--- src/rtl/core/battery_level_interp_hold_core_defines.svh ---
// assertion macros shared by the battery level core files
`ifndef BATTERY_LEVEL_INTERP_HOLD_CORE_DEFINES_SVH
`define BATTERY_LEVEL_INTERP_HOLD_CORE_DEFINES_SVH

`ifndef SYNTHESIS

// same-cycle implication, clocked on clk, off during reset
`define BLI_ASSERT_IMPL(lbl, ante, cons) \
    lbl: assert property (@(posedge clk) disable iff (!rst_n) (ante) |-> (cons)) \
        else $error("bli assertion failed");

// next-cycle implication, clocked on clk, off during reset
`define BLI_ASSERT_NEXT(lbl, ante, cons) \
    lbl: assert property (@(posedge clk) disable iff (!rst_n) (ante) |=> (cons)) \
        else $error("bli assertion failed");

`else

`define BLI_ASSERT_IMPL(lbl, ante, cons)
`define BLI_ASSERT_NEXT(lbl, ante, cons)

`endif

`endif

--- src/rtl/core/bli_pkg.sv ---
// widths, table constants, codes and shared types for the battery level core
package bli_pkg;

    localparam int TABLE_POINTS = 31;
    localparam int IDX_W        = 5;
    localparam int CODE_W       = 12;
    localparam int VREF_W       = 12;
    localparam int THR_W        = 8;
    localparam int PCT_W        = 8;
    localparam int MV_W         = 13;
    localparam int LVL_W        = 16;
    localparam int NUM_W        = 25;
    localparam int DIFF_W       = 24;
    localparam int PROD_W       = 32;
    localparam int MUL_P_W      = DIFF_W + VREF_W;
    localparam int FRAC_BITS    = 8;
    localparam int ADC_SHIFT    = 12;
    localparam int DIVIDEND_W   = 40;
    localparam int DIVISOR_W    = 24;
    localparam int QUOT_W       = 16;
    localparam int CFG_IDX_W    = 2;
    localparam int CFG_DATA_W   = 12;

    localparam logic [DIVISOR_W-1:0] ADC_FULL   = 24'd4095;
    localparam logic [LVL_W-1:0]     LEVEL_TOP  = 16'hFF00;
    localparam logic [LVL_W-1:0]     HELD_RESET = 16'd1075;
    localparam logic [VREF_W-1:0]    VREF_RESET = 12'd3300;
    localparam logic [THR_W-1:0]     THR_RESET  = 8'd5;

    localparam logic [CFG_IDX_W-1:0] CFG_VREF_MV        = 2'd0;
    localparam logic [CFG_IDX_W-1:0] CFG_RISE_THRESHOLD = 2'd1;

    // table voltages fall along the index
    localparam logic [MV_W-1:0] SEG_MV [TABLE_POINTS] = '{
        13'd6700, 13'd4160, 13'd4150, 13'd4140, 13'd4120, 13'd4100, 13'd4080,
        13'd4050, 13'd4030, 13'd3970, 13'd3930, 13'd3900, 13'd3870, 13'd3840,
        13'd3810, 13'd3790, 13'd3770, 13'd3760, 13'd3740, 13'd3730, 13'd3720,
        13'd3710, 13'd3680, 13'd3660, 13'd3640, 13'd3620, 13'd3600, 13'd3550,
        13'd3500, 13'd3450, 13'd3400 };

    localparam logic [PCT_W-1:0] SEG_PCT [TABLE_POINTS] = '{
        8'd255, 8'd255, 8'd255, 8'd255, 8'd255, 8'd100, 8'd95, 8'd90,
        8'd85, 8'd80, 8'd75, 8'd70, 8'd65, 8'd60, 8'd55, 8'd50, 8'd48,
        8'd47, 8'd46, 8'd45, 8'd44, 8'd43, 8'd42, 8'd41, 8'd40, 8'd30,
        8'd24, 8'd18, 8'd12, 8'd6, 8'd0 };

    typedef struct packed {
        logic busy;
        logic done;
    } div_stat_t;

    // table voltage times 4095, in the same scale as the adc product
    function automatic logic [NUM_W-1:0] seg_lo_num(input logic [IDX_W-1:0] idx);
        logic [NUM_W-1:0] v;
        v = NUM_W'(SEG_MV[idx]);
        return (v << ADC_SHIFT) - v;
    endfunction

    // segment width times 4095, only meaningful for a falling segment
    function automatic logic [DIVISOR_W-1:0] seg_span(input logic [IDX_W-1:0] idx);
        logic [DIVISOR_W-1:0] dv;
        logic [IDX_W-1:0]     nxt;
        nxt = idx + IDX_W'(1);
        dv  = DIVISOR_W'(SEG_MV[idx]) - DIVISOR_W'(SEG_MV[nxt]);
        return (dv << ADC_SHIFT) - dv;
    endfunction

endpackage

--- src/rtl/core/battery_level_interp_hold_core.sv ---
// battery level core: adc scaling, table interpolation and level hold
//
//   channel | signals                                 | moves
//   --------+-----------------------------------------+----------------------------
//   in      | in_valid, in_stall, adc_code            | one adc sample word
//   out     | out_valid, out_stall, display_level,    | one level and voltage word
//           | battery_mv                              |
//   cfg     | cfg_we, cfg_index, cfg_data             | register write, no wait
//
// an input word goes through one multiply, a fold for the millivolts, a linear
// scan of one table segment per cycle, then a multiply and a 16-step divide for
// the fraction
// in_stall is high from acceptance until the result moves to the output register
// a stalled result waits in the output register; the next sample is taken meanwhile
// reset restores vref 3300, rise threshold 5 and a held level of 4.2
`include "battery_level_interp_hold_core_defines.svh"

module battery_level_interp_hold_core
    import bli_pkg::*;
(
    input  logic                  clk,
    input  logic                  rst_n,
    input  logic                  in_valid,
    output logic                  in_stall,
    input  logic [CODE_W-1:0]     adc_code,
    output logic                  out_valid,
    input  logic                  out_stall,
    output logic [PCT_W-1:0]      display_level,
    output logic [MV_W-1:0]       battery_mv,
    input  logic                  cfg_we,
    input  logic [CFG_IDX_W-1:0]  cfg_index,
    input  logic [CFG_DATA_W-1:0] cfg_data
);

    typedef enum logic [6:0] {
        ST_IDLE = 7'b0000001,
        ST_MUL1 = 7'b0000010,
        ST_DIV1 = 7'b0000100,
        ST_SCAN = 7'b0001000,
        ST_MUL2 = 7'b0010000,
        ST_DIV2 = 7'b0100000,
        ST_FIN  = 7'b1000000
    } state_t;

    state_t               state_reg, state_next;
    logic [VREF_W-1:0]    vref_reg, vref_next;
    logic [THR_W-1:0]     thr_reg, thr_next;
    logic [LVL_W-1:0]     held_reg, held_next;
    logic                 div_start_reg, div_start_next;
    logic                 out_valid_reg, out_valid_next;
    logic [CODE_W-1:0]    code_reg, code_next;
    logic [NUM_W-1:0]     num_reg, num_next;
    logic [MV_W-1:0]      mv_reg, mv_next;
    logic [IDX_W-1:0]     seg_reg, seg_next;
    logic [PROD_W-1:0]    prod_reg, prod_next;
    logic [LVL_W-1:0]     lvl_reg, lvl_next;
    logic [PCT_W-1:0]     disp_reg, disp_next;
    logic [MV_W-1:0]      bmv_reg, bmv_next;

    logic [DIFF_W-1:0]    mul_a;
    logic [VREF_W-1:0]    mul_b;
    logic [MUL_P_W-1:0]   mul_prod;
    logic [DIVIDEND_W-1:0] div_dividend;
    logic [DIVISOR_W-1:0] div_divisor;
    logic [QUOT_W-1:0]    div_quot;
    div_stat_t            div_stat;

    logic [MV_W-1:0]      fold_a;
    logic [ADC_SHIFT-1:0] fold_b;
    logic [MV_W:0]        fold_s;
    logic [MV_W-ADC_SHIFT:0] fold_c;
    logic [MV_W-1:0]      fold_t;
    logic [MV_W-1:0]      mv_fold;

    logic [IDX_W-1:0]     seg_nxt;
    logic [MV_W-1:0]      v_hi, v_lo;
    logic [PCT_W-1:0]     p_hi, p_lo, dl;
    logic                 seg_hit, seg_last;
    logic [NUM_W-1:0]     diff_full;
    logic                 in_acc, out_free;
    logic [LVL_W-1:0]     rise, held_upd;

    // one shared multiplier: adc code by vref, then offset by level step
    assign mul_a    = (state_reg == ST_MUL1) ? DIFF_W'(code_reg) : diff_full[DIFF_W-1:0];
    assign mul_b    = (state_reg == ST_MUL1) ? vref_reg : VREF_W'(dl);
    assign mul_prod = MUL_P_W'(mul_a) * MUL_P_W'(mul_b);

    assign div_dividend = {prod_reg, {FRAC_BITS{1'b0}}};
    assign div_divisor  = seg_span(seg_reg);

    bli_div u_div (
        .clk      (clk),
        .rst_n    (rst_n),
        .start    (div_start_reg),
        .dividend (div_dividend),
        .divisor  (div_divisor),
        .quotient (div_quot),
        .stat     (div_stat)
    );

    // x / 4095 with x = 4096a + b is a + (a + b) / 4095, folded twice
    assign fold_a  = num_reg[NUM_W-1:ADC_SHIFT];
    assign fold_b  = num_reg[ADC_SHIFT-1:0];
    assign fold_s  = (MV_W+1)'(fold_a) + (MV_W+1)'(fold_b);
    assign fold_c  = fold_s[MV_W:ADC_SHIFT];
    assign fold_t  = MV_W'(fold_s[ADC_SHIFT-1:0]) + MV_W'(fold_c);
    assign mv_fold = fold_a + MV_W'(fold_c) + MV_W'(fold_t >= ADC_FULL[MV_W-1:0]);

    // segment under test: floor(mv) compares the same as the exact voltage
    assign seg_nxt   = seg_reg + IDX_W'(1);
    assign v_hi      = SEG_MV[seg_reg];
    assign v_lo      = SEG_MV[seg_nxt];
    assign p_hi      = SEG_PCT[seg_reg];
    assign p_lo      = SEG_PCT[seg_nxt];
    assign dl        = (p_hi >= p_lo) ? (p_hi - p_lo) : '0;
    assign seg_hit   = (v_hi > v_lo) && (mv_reg < v_hi) && (mv_reg >= v_lo);
    assign seg_last  = seg_reg == IDX_W'(TABLE_POINTS - 2);
    assign diff_full = num_reg - seg_lo_num(seg_nxt);

    assign in_acc   = in_valid && !in_stall;
    assign out_free = !out_valid_reg || !out_stall;

    assign rise     = lvl_reg - held_reg;
    assign held_upd = (lvl_reg < held_reg) ? lvl_reg
                    : (rise > {thr_reg, {FRAC_BITS{1'b0}}}) ? lvl_reg : held_reg;

    always_comb
    begin
        state_next     = state_reg;
        vref_next      = vref_reg;
        thr_next       = thr_reg;
        held_next      = held_reg;
        div_start_next = 1'b0;
        out_valid_next = out_valid_reg && out_stall;
        code_next      = code_reg;
        num_next       = num_reg;
        mv_next        = mv_reg;
        seg_next       = seg_reg;
        prod_next      = prod_reg;
        lvl_next       = lvl_reg;
        disp_next      = disp_reg;
        bmv_next       = bmv_reg;

        if (cfg_we)
        begin
            case (cfg_index)
                CFG_VREF_MV:        vref_next = cfg_data[VREF_W-1:0];
                CFG_RISE_THRESHOLD: thr_next  = cfg_data[THR_W-1:0];
                default:            ;
            endcase
        end

        case (state_reg)
            ST_IDLE:
            begin
                if (in_acc)
                begin
                    code_next  = adc_code;
                    state_next = ST_MUL1;
                end
            end
            ST_MUL1:
            begin
                num_next   = {mul_prod[NUM_W-2:0], 1'b0};
                state_next = ST_DIV1;
            end
            ST_DIV1:
            begin
                mv_next  = mv_fold;
                seg_next = '0;
                if (mv_fold >= SEG_MV[0])
                begin
                    lvl_next   = LEVEL_TOP;
                    state_next = ST_FIN;
                end
                else
                begin
                    state_next = ST_SCAN;
                end
            end
            ST_SCAN:
            begin
                if (seg_hit)
                begin
                    state_next = ST_MUL2;
                end
                else if (seg_last)
                begin
                    // below the bottom point
                    lvl_next   = '0;
                    state_next = ST_FIN;
                end
                else
                begin
                    seg_next = seg_nxt;
                end
            end
            ST_MUL2:
            begin
                prod_next      = mul_prod[PROD_W-1:0];
                div_start_next = 1'b1;
                state_next     = ST_DIV2;
            end
            ST_DIV2:
            begin
                if (div_stat.done)
                begin
                    lvl_next   = {p_lo, {FRAC_BITS{1'b0}}} + div_quot;
                    state_next = ST_FIN;
                end
            end
            ST_FIN:
            begin
                if (out_free)
                begin
                    held_next      = held_upd;
                    disp_next      = held_upd[LVL_W-1:FRAC_BITS];
                    bmv_next       = mv_reg;
                    out_valid_next = 1'b1;
                    state_next     = ST_IDLE;
                end
            end
            default:
            begin
                state_next = ST_IDLE;
            end
        endcase
    end

    always_ff @(posedge clk or negedge rst_n)
    begin
        if (!rst_n)
        begin
            state_reg     <= ST_IDLE;
            vref_reg      <= VREF_RESET;
            thr_reg       <= THR_RESET;
            held_reg      <= HELD_RESET;
            div_start_reg <= 1'b0;
            out_valid_reg <= 1'b0;
        end
        else
        begin
            state_reg     <= state_next;
            vref_reg      <= vref_next;
            thr_reg       <= thr_next;
            held_reg      <= held_next;
            div_start_reg <= div_start_next;
            out_valid_reg <= out_valid_next;
        end
    end

    always_ff @(posedge clk)
    begin
        code_reg <= code_next;
        num_reg  <= num_next;
        mv_reg   <= mv_next;
        seg_reg  <= seg_next;
        prod_reg <= prod_next;
        lvl_reg  <= lvl_next;
        disp_reg <= disp_next;
        bmv_reg  <= bmv_next;
    end

    assign in_stall      = state_reg != ST_IDLE;
    assign out_valid     = out_valid_reg;
    assign display_level = disp_reg;
    assign battery_mv    = bmv_reg;

    `BLI_ASSERT_IMPL(a_div_done_in_div_state, div_stat.done, state_reg == ST_DIV2)
    `BLI_ASSERT_NEXT(a_accept_starts_mul, in_acc, state_reg == ST_MUL1)
    `BLI_ASSERT_IMPL(a_scan_index_bound, state_reg == ST_SCAN, seg_reg <= IDX_W'(TABLE_POINTS - 2))
    `BLI_ASSERT_IMPL(a_held_below_top, 1'b1, held_reg <= LEVEL_TOP)

endmodule

--- src/rtl/core/bli_div.sv ---
// restoring divider, one quotient bit per cycle
`include "battery_level_interp_hold_core_defines.svh"

module bli_div
    import bli_pkg::*;
(
    input  logic                  clk,
    input  logic                  rst_n,
    input  logic                  start,
    input  logic [DIVIDEND_W-1:0] dividend,
    input  logic [DIVISOR_W-1:0]  divisor,
    output logic [QUOT_W-1:0]     quotient,
    output div_stat_t             stat
);

    localparam int CNT_W = $clog2(QUOT_W + 1);

    logic [DIVIDEND_W-1:0] rem_reg, rem_next;
    logic [DIVIDEND_W-1:0] dsh_reg, dsh_next;
    logic [QUOT_W-1:0]     q_reg, q_next;
    logic [CNT_W-1:0]      cnt_reg, cnt_next;
    logic                  busy_reg, busy_next;
    logic                  done_reg, done_next;
    logic                  ge;

    assign ge = rem_reg >= dsh_reg;

    always_comb
    begin
        rem_next  = rem_reg;
        dsh_next  = dsh_reg;
        q_next    = q_reg;
        cnt_next  = cnt_reg;
        busy_next = busy_reg;
        done_next = 1'b0;
        if (start)
        begin
            // caller guarantees the quotient fits in QUOT_W bits
            rem_next  = dividend;
            dsh_next  = DIVIDEND_W'(divisor) << (QUOT_W - 1);
            q_next    = '0;
            cnt_next  = CNT_W'(QUOT_W);
            busy_next = 1'b1;
        end
        else if (busy_reg)
        begin
            rem_next = ge ? (rem_reg - dsh_reg) : rem_reg;
            q_next   = {q_reg[QUOT_W-2:0], ge};
            dsh_next = dsh_reg >> 1;
            cnt_next = cnt_reg - CNT_W'(1);
            if (cnt_reg == CNT_W'(1))
            begin
                busy_next = 1'b0;
                done_next = 1'b1;
            end
        end
    end

    always_ff @(posedge clk or negedge rst_n)
    begin
        if (!rst_n)
        begin
            busy_reg <= 1'b0;
            done_reg <= 1'b0;
            cnt_reg  <= '0;
        end
        else
        begin
            busy_reg <= busy_next;
            done_reg <= done_next;
            cnt_reg  <= cnt_next;
        end
    end

    always_ff @(posedge clk)
    begin
        rem_reg <= rem_next;
        dsh_reg <= dsh_next;
        q_reg   <= q_next;
    end

    assign quotient  = q_reg;
    assign stat.busy = busy_reg;
    assign stat.done = done_reg;

    `BLI_ASSERT_IMPL(a_div_no_restart, busy_reg, !start)
    `BLI_ASSERT_NEXT(a_div_last_step_done, busy_reg && !start && cnt_reg == CNT_W'(1), done_reg)

endmodule
--- config.mk ---
export PLATFORM = sky130hd
export DESIGN_NAME = battery_level_interp_hold_core
export DESIGN_NICKNAME = d
export VERILOG_FILES = /design/src/rtl/core/bli_pkg.sv /design/src/rtl/core/battery_level_interp_hold_core.sv /design/src/rtl/core/bli_div.sv
export VERILOG_INCLUDE_DIRS = /design/src /design/src/rtl/core
export SDC_FILE = /design/constraint.sdc
export NUM_CORES = 1
export LEC_CHECK = 0
export ABC_CLOCK_PERIOD_IN_PS = 15100
export BUFFER_PORTS_ARGS = -buffer_cell sky130_fd_sc_hd__buf_4
export CAP_MARGIN = 0
export CORE_MARGIN = 10
export CORE_UTILIZATION = 35
export DETAILED_ROUTE_END_ITERATION = 12
export GPL_TIMING_DRIVEN = 0
export PLACE_DENSITY_LB_ADDON = 0.25
export SETUP_SLACK_MARGIN = 0.15
export SYNTH_ARGS = -nofsm -noshare
export SYNTH_HDL_FRONTEND = slang
export SYNTH_SLANG_ARGS = --single-unit
--- constraint.sdc ---
create_clock -name clk -period 15.1 [get_ports clk]
set_input_delay 0.755 -clock clk [delete_from_list [all_inputs] [get_ports clk]]
set_output_delay 0.755 -clock clk [all_outputs]
set_load 0.05 [all_outputs]
# == Word-level counts from Yosys, hierarchy flattened ==
# Memories as Yosys holds them, arrays and structs flattened.
# Cells that the tools add are included.
# Widths: inputs -> output; s select.
# word_totals
reg_bits,270
in_bits,31
elab_cells,142
output_inout_bits,23
memories,4
rom_bits,1344
# memory_table
memory,words,width,rd,rd_clocked_by_memory_dff,write_ports,line,rtl
(no name shown),32,13,1,0,0,bli_pkg.sv:55,v = NUM_W'(SEG_MV[idx]);
(no name shown),32,13,1,0,0,battery_level_interp_hold_core.sv:111,assign v_hi = SEG_MV[seg_reg];
(no name shown),32,8,1,0,0,battery_level_interp_hold_core.sv:114,assign p_lo = SEG_PCT[seg_nxt];
(no name shown),32,8,1,0,0,battery_level_interp_hold_core.sv:113,assign p_hi = SEG_PCT[seg_reg];
# classes
n_mul,1
n_mux,44
n_reduce_logical,24
bitwise_logic,2
n_eq_ne,19
order_cmp,11
addsub,14
# op_table
cell,count
$mux 40,3
$mux 16,6
$mux 39,2
$mux 13,4
$pmux 7 s7,1
$pmux 16 s3,1
$sub 24x24->24,2
$mux 7,6
$ge 40x39->1,1
$mux 8,5
$sub 40x39->40,1
$mul 24x12->32,1
$mux 24,1
$sub 24x13->24,1
$mux 5,4
$add 16x16->16,1
$gt 16x16->1,1
$lt 16x16->1,1
$sub 16x16->16,1
$add 13x12->14,1
$sub 13x13->14,1
$add 12x2->13,1
$add 13x1->13,1
$add 13x2->13,1
other kinds (38),67

# == Longest topological paths before layout ==
# logic_depth
depth_word,10
ltp_mapped,48
depth_no_buf,44

# == By module ==
# A second synthesis with hierarchy kept.
# hier_totals
hier_cells,3075
area_unflattened_um2,28005.6
# by_module_without_submodules
mod,n_inst,seq_area_each_um2,cells_each,area_per_inst_um2
battery_level_interp_hold_core,1,4837.1,2346,21446.8
bli_div,1,2717.6,729,6558.8

# == Least setup slack after synthesis ==
# OpenSTA, ideal clock, no wires.
# synth_timing
path_type,register to register
start,reg seg_reg[1]
end,"reg prod_reg[31], data pin"
required_ns,14.840
synth_period_minus_slack_ns,10.391
path_buffers,5
stages_incl_launch_ff,47
setup_time_ns,0.260
path_slack_ns,4.709
arrival_time_ns,10.131
path_cell_list,edfxtp_1 > ha_1 > buf_2 > inv_1 > ha_1 > clkbuf_1 > buf_2 > nor2_1 > o21ai_0 > o311a_1 > a21o_1 > inv_1 > fa_1 > a21o_1 > a21oi_1 > o21bai_1 > a21oi_1 > o21ai_0 > [... 11 more ...] > fa_1 > fa_1 > inv_1 > fa_1 > inv_1 > ha_1 > a21o_1 > a21oi_1 > nand3b_1 > a311o_1 > nand2_1 > o211ai_1 > o41a_1 > a41o_1 > o41ai_1 > o2111ai_1 > a21oi_1 > xnor2_1
# synth_between
elab_chain_len,9
elab_cells_between_ends,20
classes_between,4 x add/sub; 1 x mul; 1 x order compare; 9 x mux; 2 x bitwise; 3 x memory
# synth_lines
item,line,rtl
start: declaration,battery_level_interp_hold_core.sv:54,"logic [IDX_W-1:0] seg_reg, seg_next;"
start signal: assignment,battery_level_interp_hold_core.sv:257,seg_reg <= seg_next;
$add 5x1->5 (*),battery_level_interp_hold_core.sv:110,assign seg_nxt = seg_reg + IDX_W'(1);
via seg_nxt[2],battery_level_interp_hold_core.sv:75,logic [IDX_W-1:0] seg_nxt;
$not 5->6 (implied by the code) (*),"bli_pkg.sv:55, battery_level_interp_hold_core.sv:114",
$mem_v2 32x13 or $mem_v2 32x8 (tied branches),--,
$mux 13 (implied by the code) or $mux 8 (tied branches) (2 in series),"bli_pkg.sv:55, battery_level_interp_hold_core.sv:114",
"$sub 24x13->24, or another cell as far along",bli_pkg.sv:56,return (v << ADC_SHIFT) - v;
$sub 24x24->24 or $mux 8 (tied branches),"battery_level_interp_hold_core.sv:118, battery_level_interp_hold_core.sv:115",
$mux 24 or $mux 12 (tied branches),"battery_level_interp_hold_core.sv:84, battery_level_interp_hold_core.sv:85",
$mul 24x12->32 (*),battery_level_interp_hold_core.sv:86,assign mul_prod = MUL_P_W'(mul_a) * MUL_P_W'(mul_b);
via mul_prod[31],battery_level_interp_hold_core.sv:62,logic [MUL_P_W-1:0] mul_prod;
end signal: assignment,battery_level_interp_hold_core.sv:258,prod_reg <= prod_next;
end: declaration,battery_level_interp_hold_core.sv:55,"logic [PROD_W-1:0] prod_reg, prod_next;"
# Mark *: on every way through the listed nets, which the timed path passes. The rest lies on a longest branch. The select of a mux whose other input is x is not followed.
# A chain may end at the register's enable or synchronous reset.

# == Worst setup path after layout ==
# Ends and elaborated chain as after synthesis.

==> flow_metrics.env <==
export IMPL_status="complete, no violations"
export IMPL_cp_end_kind="flip-flop"
export IMPL_reg2reg_slack_ns=1.93
export IMPL_cts_buffers_inserted=31
export IMPL_synthArstFlopShare=0.193
export IMPL_fp_dieW_um=302
export IMPL_drt_wl_total_mm=79.1
export IMPL_setup_viol=0
export IMPL_rsz0062_at_grt="false"
export IMPL_postCtsSetupRepairBufs=0
export IMPL_slowest_stage="edfxtp_1"
export IMPL_cts_root_buf="clkbuf_16"
export IMPL_path_clk_slew_ns=0.06
export IMPL_clock_latency_ns=0.60
export IMPL_slowest_delay_ns=0.62
export IMPL_yosysWarnings=0
export IMPL_cts_tree="built"
export IMPL_largest_reg_flops=40
export IMPL_track_usage=0.172
export IMPL_path_class="reg2reg"
export IMPL_min_delay_path_class="in2async"
export IMPL_timing_hold_ws_ns=0.193
export IMPL_wl_per_cell_um=18.8
export IMPL_grt_max_degree=53
export IMPL_finalSetupTns_ns=0
export IMPL_antenna_left=0
export IMPL_ys_seq_area_frac=0.269
export IMPL_cts_resized=0
export IMPL_postLayoutCellArea_mm2=0.0308
export IMPL_crit_buf_inv=9
export IMPL_post_route_period_util=0.872
export IMPL_grt_overflow=0
export IMPL_fillers=7967
export IMPL_slew_headroom=0.176
export IMPL_required_ns=15.42
export IMPL_clock_fmax_mhz=76.0
export IMPL_layout_drive_gt1_share=0.0800
export IMPL_r2r_end="prod_reg[31]$_DFFE_PP_"
export IMPL_synth_seq_cells=270
export IMPL_start_util=0.352
export IMPL_fin_nets=3641
export IMPL_synth_edf_count=179
export IMPL_min_period_ns=13.17
export IMPL_grt_pass1_wl_mm=124
export IMPL_core_region_area_mm2=0.0787
export IMPL_crit_path_max_fanout=10
export IMPL_cts_hold_buf=0
export IMPL_ys_flop_type="edfxtp_1"
export IMPL_portBuffers=53
export IMPL_worst_slew_pin_slew_ns=1.23
export IMPL_fin_skew_ns=0.0147
export IMPL_cp_top_family="compound AO/OA/AOI/OAI gates"
export IMPL_htree_levels=1
export IMPL_grt_antenna_before_repair=2
export IMPL_yosys_cell_types_count=107
export IMPL_start_kind="flip-flop"
export IMPL_die_h_um=302
export IMPL_maxCapViolations=0
export IMPL_timing_rr_start="seg_reg[1]$_SDFFCE_PN0P_"
export IMPL_final_core_util=0.391
export IMPL_syn_inst=3010
export IMPL_avgSynthCellArea_um2=9.22
export IMPL_drtIter0Drc=1589
export IMPL_arrival_ns=13.49
export IMPL_drv_slew=0
export IMPL_clk_path_buf_depth=3
export IMPL_hold_viol=0
export IMPL_diodes=0
export IMPL_netlist_area_mm2=0.0277
export IMPL_post_dp_cell_area_mm2=0.0297
export IMPL_area_delta_synth_final_pct=10.9
export IMPL_dpl_hpwl_mm=64.4
export IMPL_vias_per_cell=5.11
export IMPL_placementRows=103
export IMPL_clock_sinks=270
export IMPL_dieArea_mm2=0.0909
export IMPL_drcViolationCount=0
export IMPL_first_global_vias=21300
export IMPL_vias=21500
export IMPL_gp_congestion=0.898
export IMPL_drt_pass1_iter_count=6
export IMPL_rr_worst_depth=43
export IMPL_io_pin_count=54
-- layout make-up --
type / instances / area (um2) / share of cell area
plain buffers: 96 / 422 / 0.0137
inverters: 455 / 1710 / 0.0556
repair buffers: 57 / 479 / 0.0156
multi-input cells: 2225 / 18300 / 0.595
clock inverters: 22 / 244 / 0.00793
well taps: 1050 / 1310 / 0.0427
flip-flops and latches: 270 / 7470 / 0.243
clock buffers: 36 / 826 / 0.0268
-- through the flow --
| stage | instances | setup slack, ns |
|---|---|---|
| 2_1_floorplan | 3046 | 4.71 |
| 3_3_place_gp | 4149 | 1.34 |
| 3_5_place_dp | 4153 | 2.01 |
| 4_1_cts | 4211 | 1.94 |
| 5_1_grt | 4211 | 1.12 |
| 6_report | 4211 | 1.93 |
-- placed cells by master, fill, tap and decap left out, types with 36 or more instances in the layout --
| cell | n |
|---|---|
| inv_1 | 449 |
| nand2_1 | 348 |
| ha_1 | 250 |
| fa_1 | 224 |
| edfxtp_1 | 179 |
| nor2_1 | 171 |
| a21oi_1 | 126 |
| o21ai_0 | 124 |
| xnor2_1 | 110 |
| clkbuf_1 | 74 |
| a21o_1 | 70 |
| buf_4 | 57 |
| nand3_1 | 55 |
| and3_1 | 52 |
| mux2_2 | 46 |
| and2_1 | 45 |
| nor3_1 | 41 |
| xor2_1 | 40 |
| dfxtp_1 | 39 |
| conb_1 | 38 |
| dfrtp_1 | 38 |
| mux2i_1 | 36 |
-- worst max path at each step --
stage                              from                      to  slack (ns)  cells past startpoint
5_1_grt        seg_reg[1]$_SDFFCE_PN0P_  prod_reg[31]$_DFFE_PP_        1.12                     43
3_5_place_dp   seg_reg[1]$_SDFFCE_PN0P_  prod_reg[31]$_DFFE_PP_        2.01                     46
3_3_place_gp   seg_reg[1]$_SDFFCE_PN0P_  prod_reg[31]$_DFFE_PP_        1.34                     41
2_1_floorplan  seg_reg[1]$_SDFFCE_PN0P_  prod_reg[31]$_DFFE_PP_        4.71                     46
6_report       seg_reg[1]$_SDFFCE_PN0P_  prod_reg[31]$_DFFE_PP_        1.93                     43
4_1_cts        seg_reg[1]$_SDFFCE_PN0P_  prod_reg[31]$_DFFE_PP_        1.94                     46
-- worst register-to-register path: cells and delay by family (launching register included) --
family	cells	cell delay (ns)
AOI/OAI and AO/OA	19	4.89
xor gates and xnor gates	1	0.31
adders and majority gates	8	3.89
buffers and inverters	9	2.29
DFF	1	0.62
and+or+nand+nor	6	0.91
-- metal layers --
layer | up-vias | GRT usage | wire length [um]
met1 | 10500 | 0.241 | 37700
met2 | 449 | 0.282 | 36200
li1 | 10400 | - | -
met5 | - | 0 | 0
met4 | 0 | 0.0432 | 1980
met3 | 83 | 0.0159 | 3230
-- synthesized netlist by cell type, types with 23 or more instances --
master / number / area share
dfxtp_1: 39 / 0.028
xnor2_1: 110 / 0.035
and2_1: 45 / 0.010
ha_1: 250 / 0.11
nor3_1: 43 / 0.0078
inv_1: 450 / 0.061
edfxtp_1: 179 / 0.19
o21ai_0: 124 / 0.022
or3_1: 24 / 0.0054
and3_1: 52 / 0.012
nand2b_1: 34 / 0.0077
a21o_1: 70 / 0.019
mux2_2: 46 / 0.019
o21a_1: 24 / 0.0065
clkbuf_1: 71 / 0.0096
xor2_1: 40 / 0.013
nand2_1: 348 / 0.047
nand3_1: 55 / 0.0099
nor2b_1: 35 / 0.0079
nor2_1: 173 / 0.023
a21oi_1: 127 / 0.023
mux2i_1: 36 / 0.013
dfrtp_1: 38 / 0.034
o211ai_1: 23 / 0.0062
fa_1: 224 / 0.16
-- cell families after synthesis --
logic type / share of synthesized area
DFF: 0.269
xor gates and xnor gates: 0.0485
muxes: 0.0325
adders and majority gates: 0.275
other: 0.000271
buffers and inverters: 0.0768
and+or+nand+nor: 0.154
AOI/OAI and AO/OA: 0.144
Power is not shown: default switching activity piles up to over one toggle a cycle in this logic, so the estimate is an artifact.
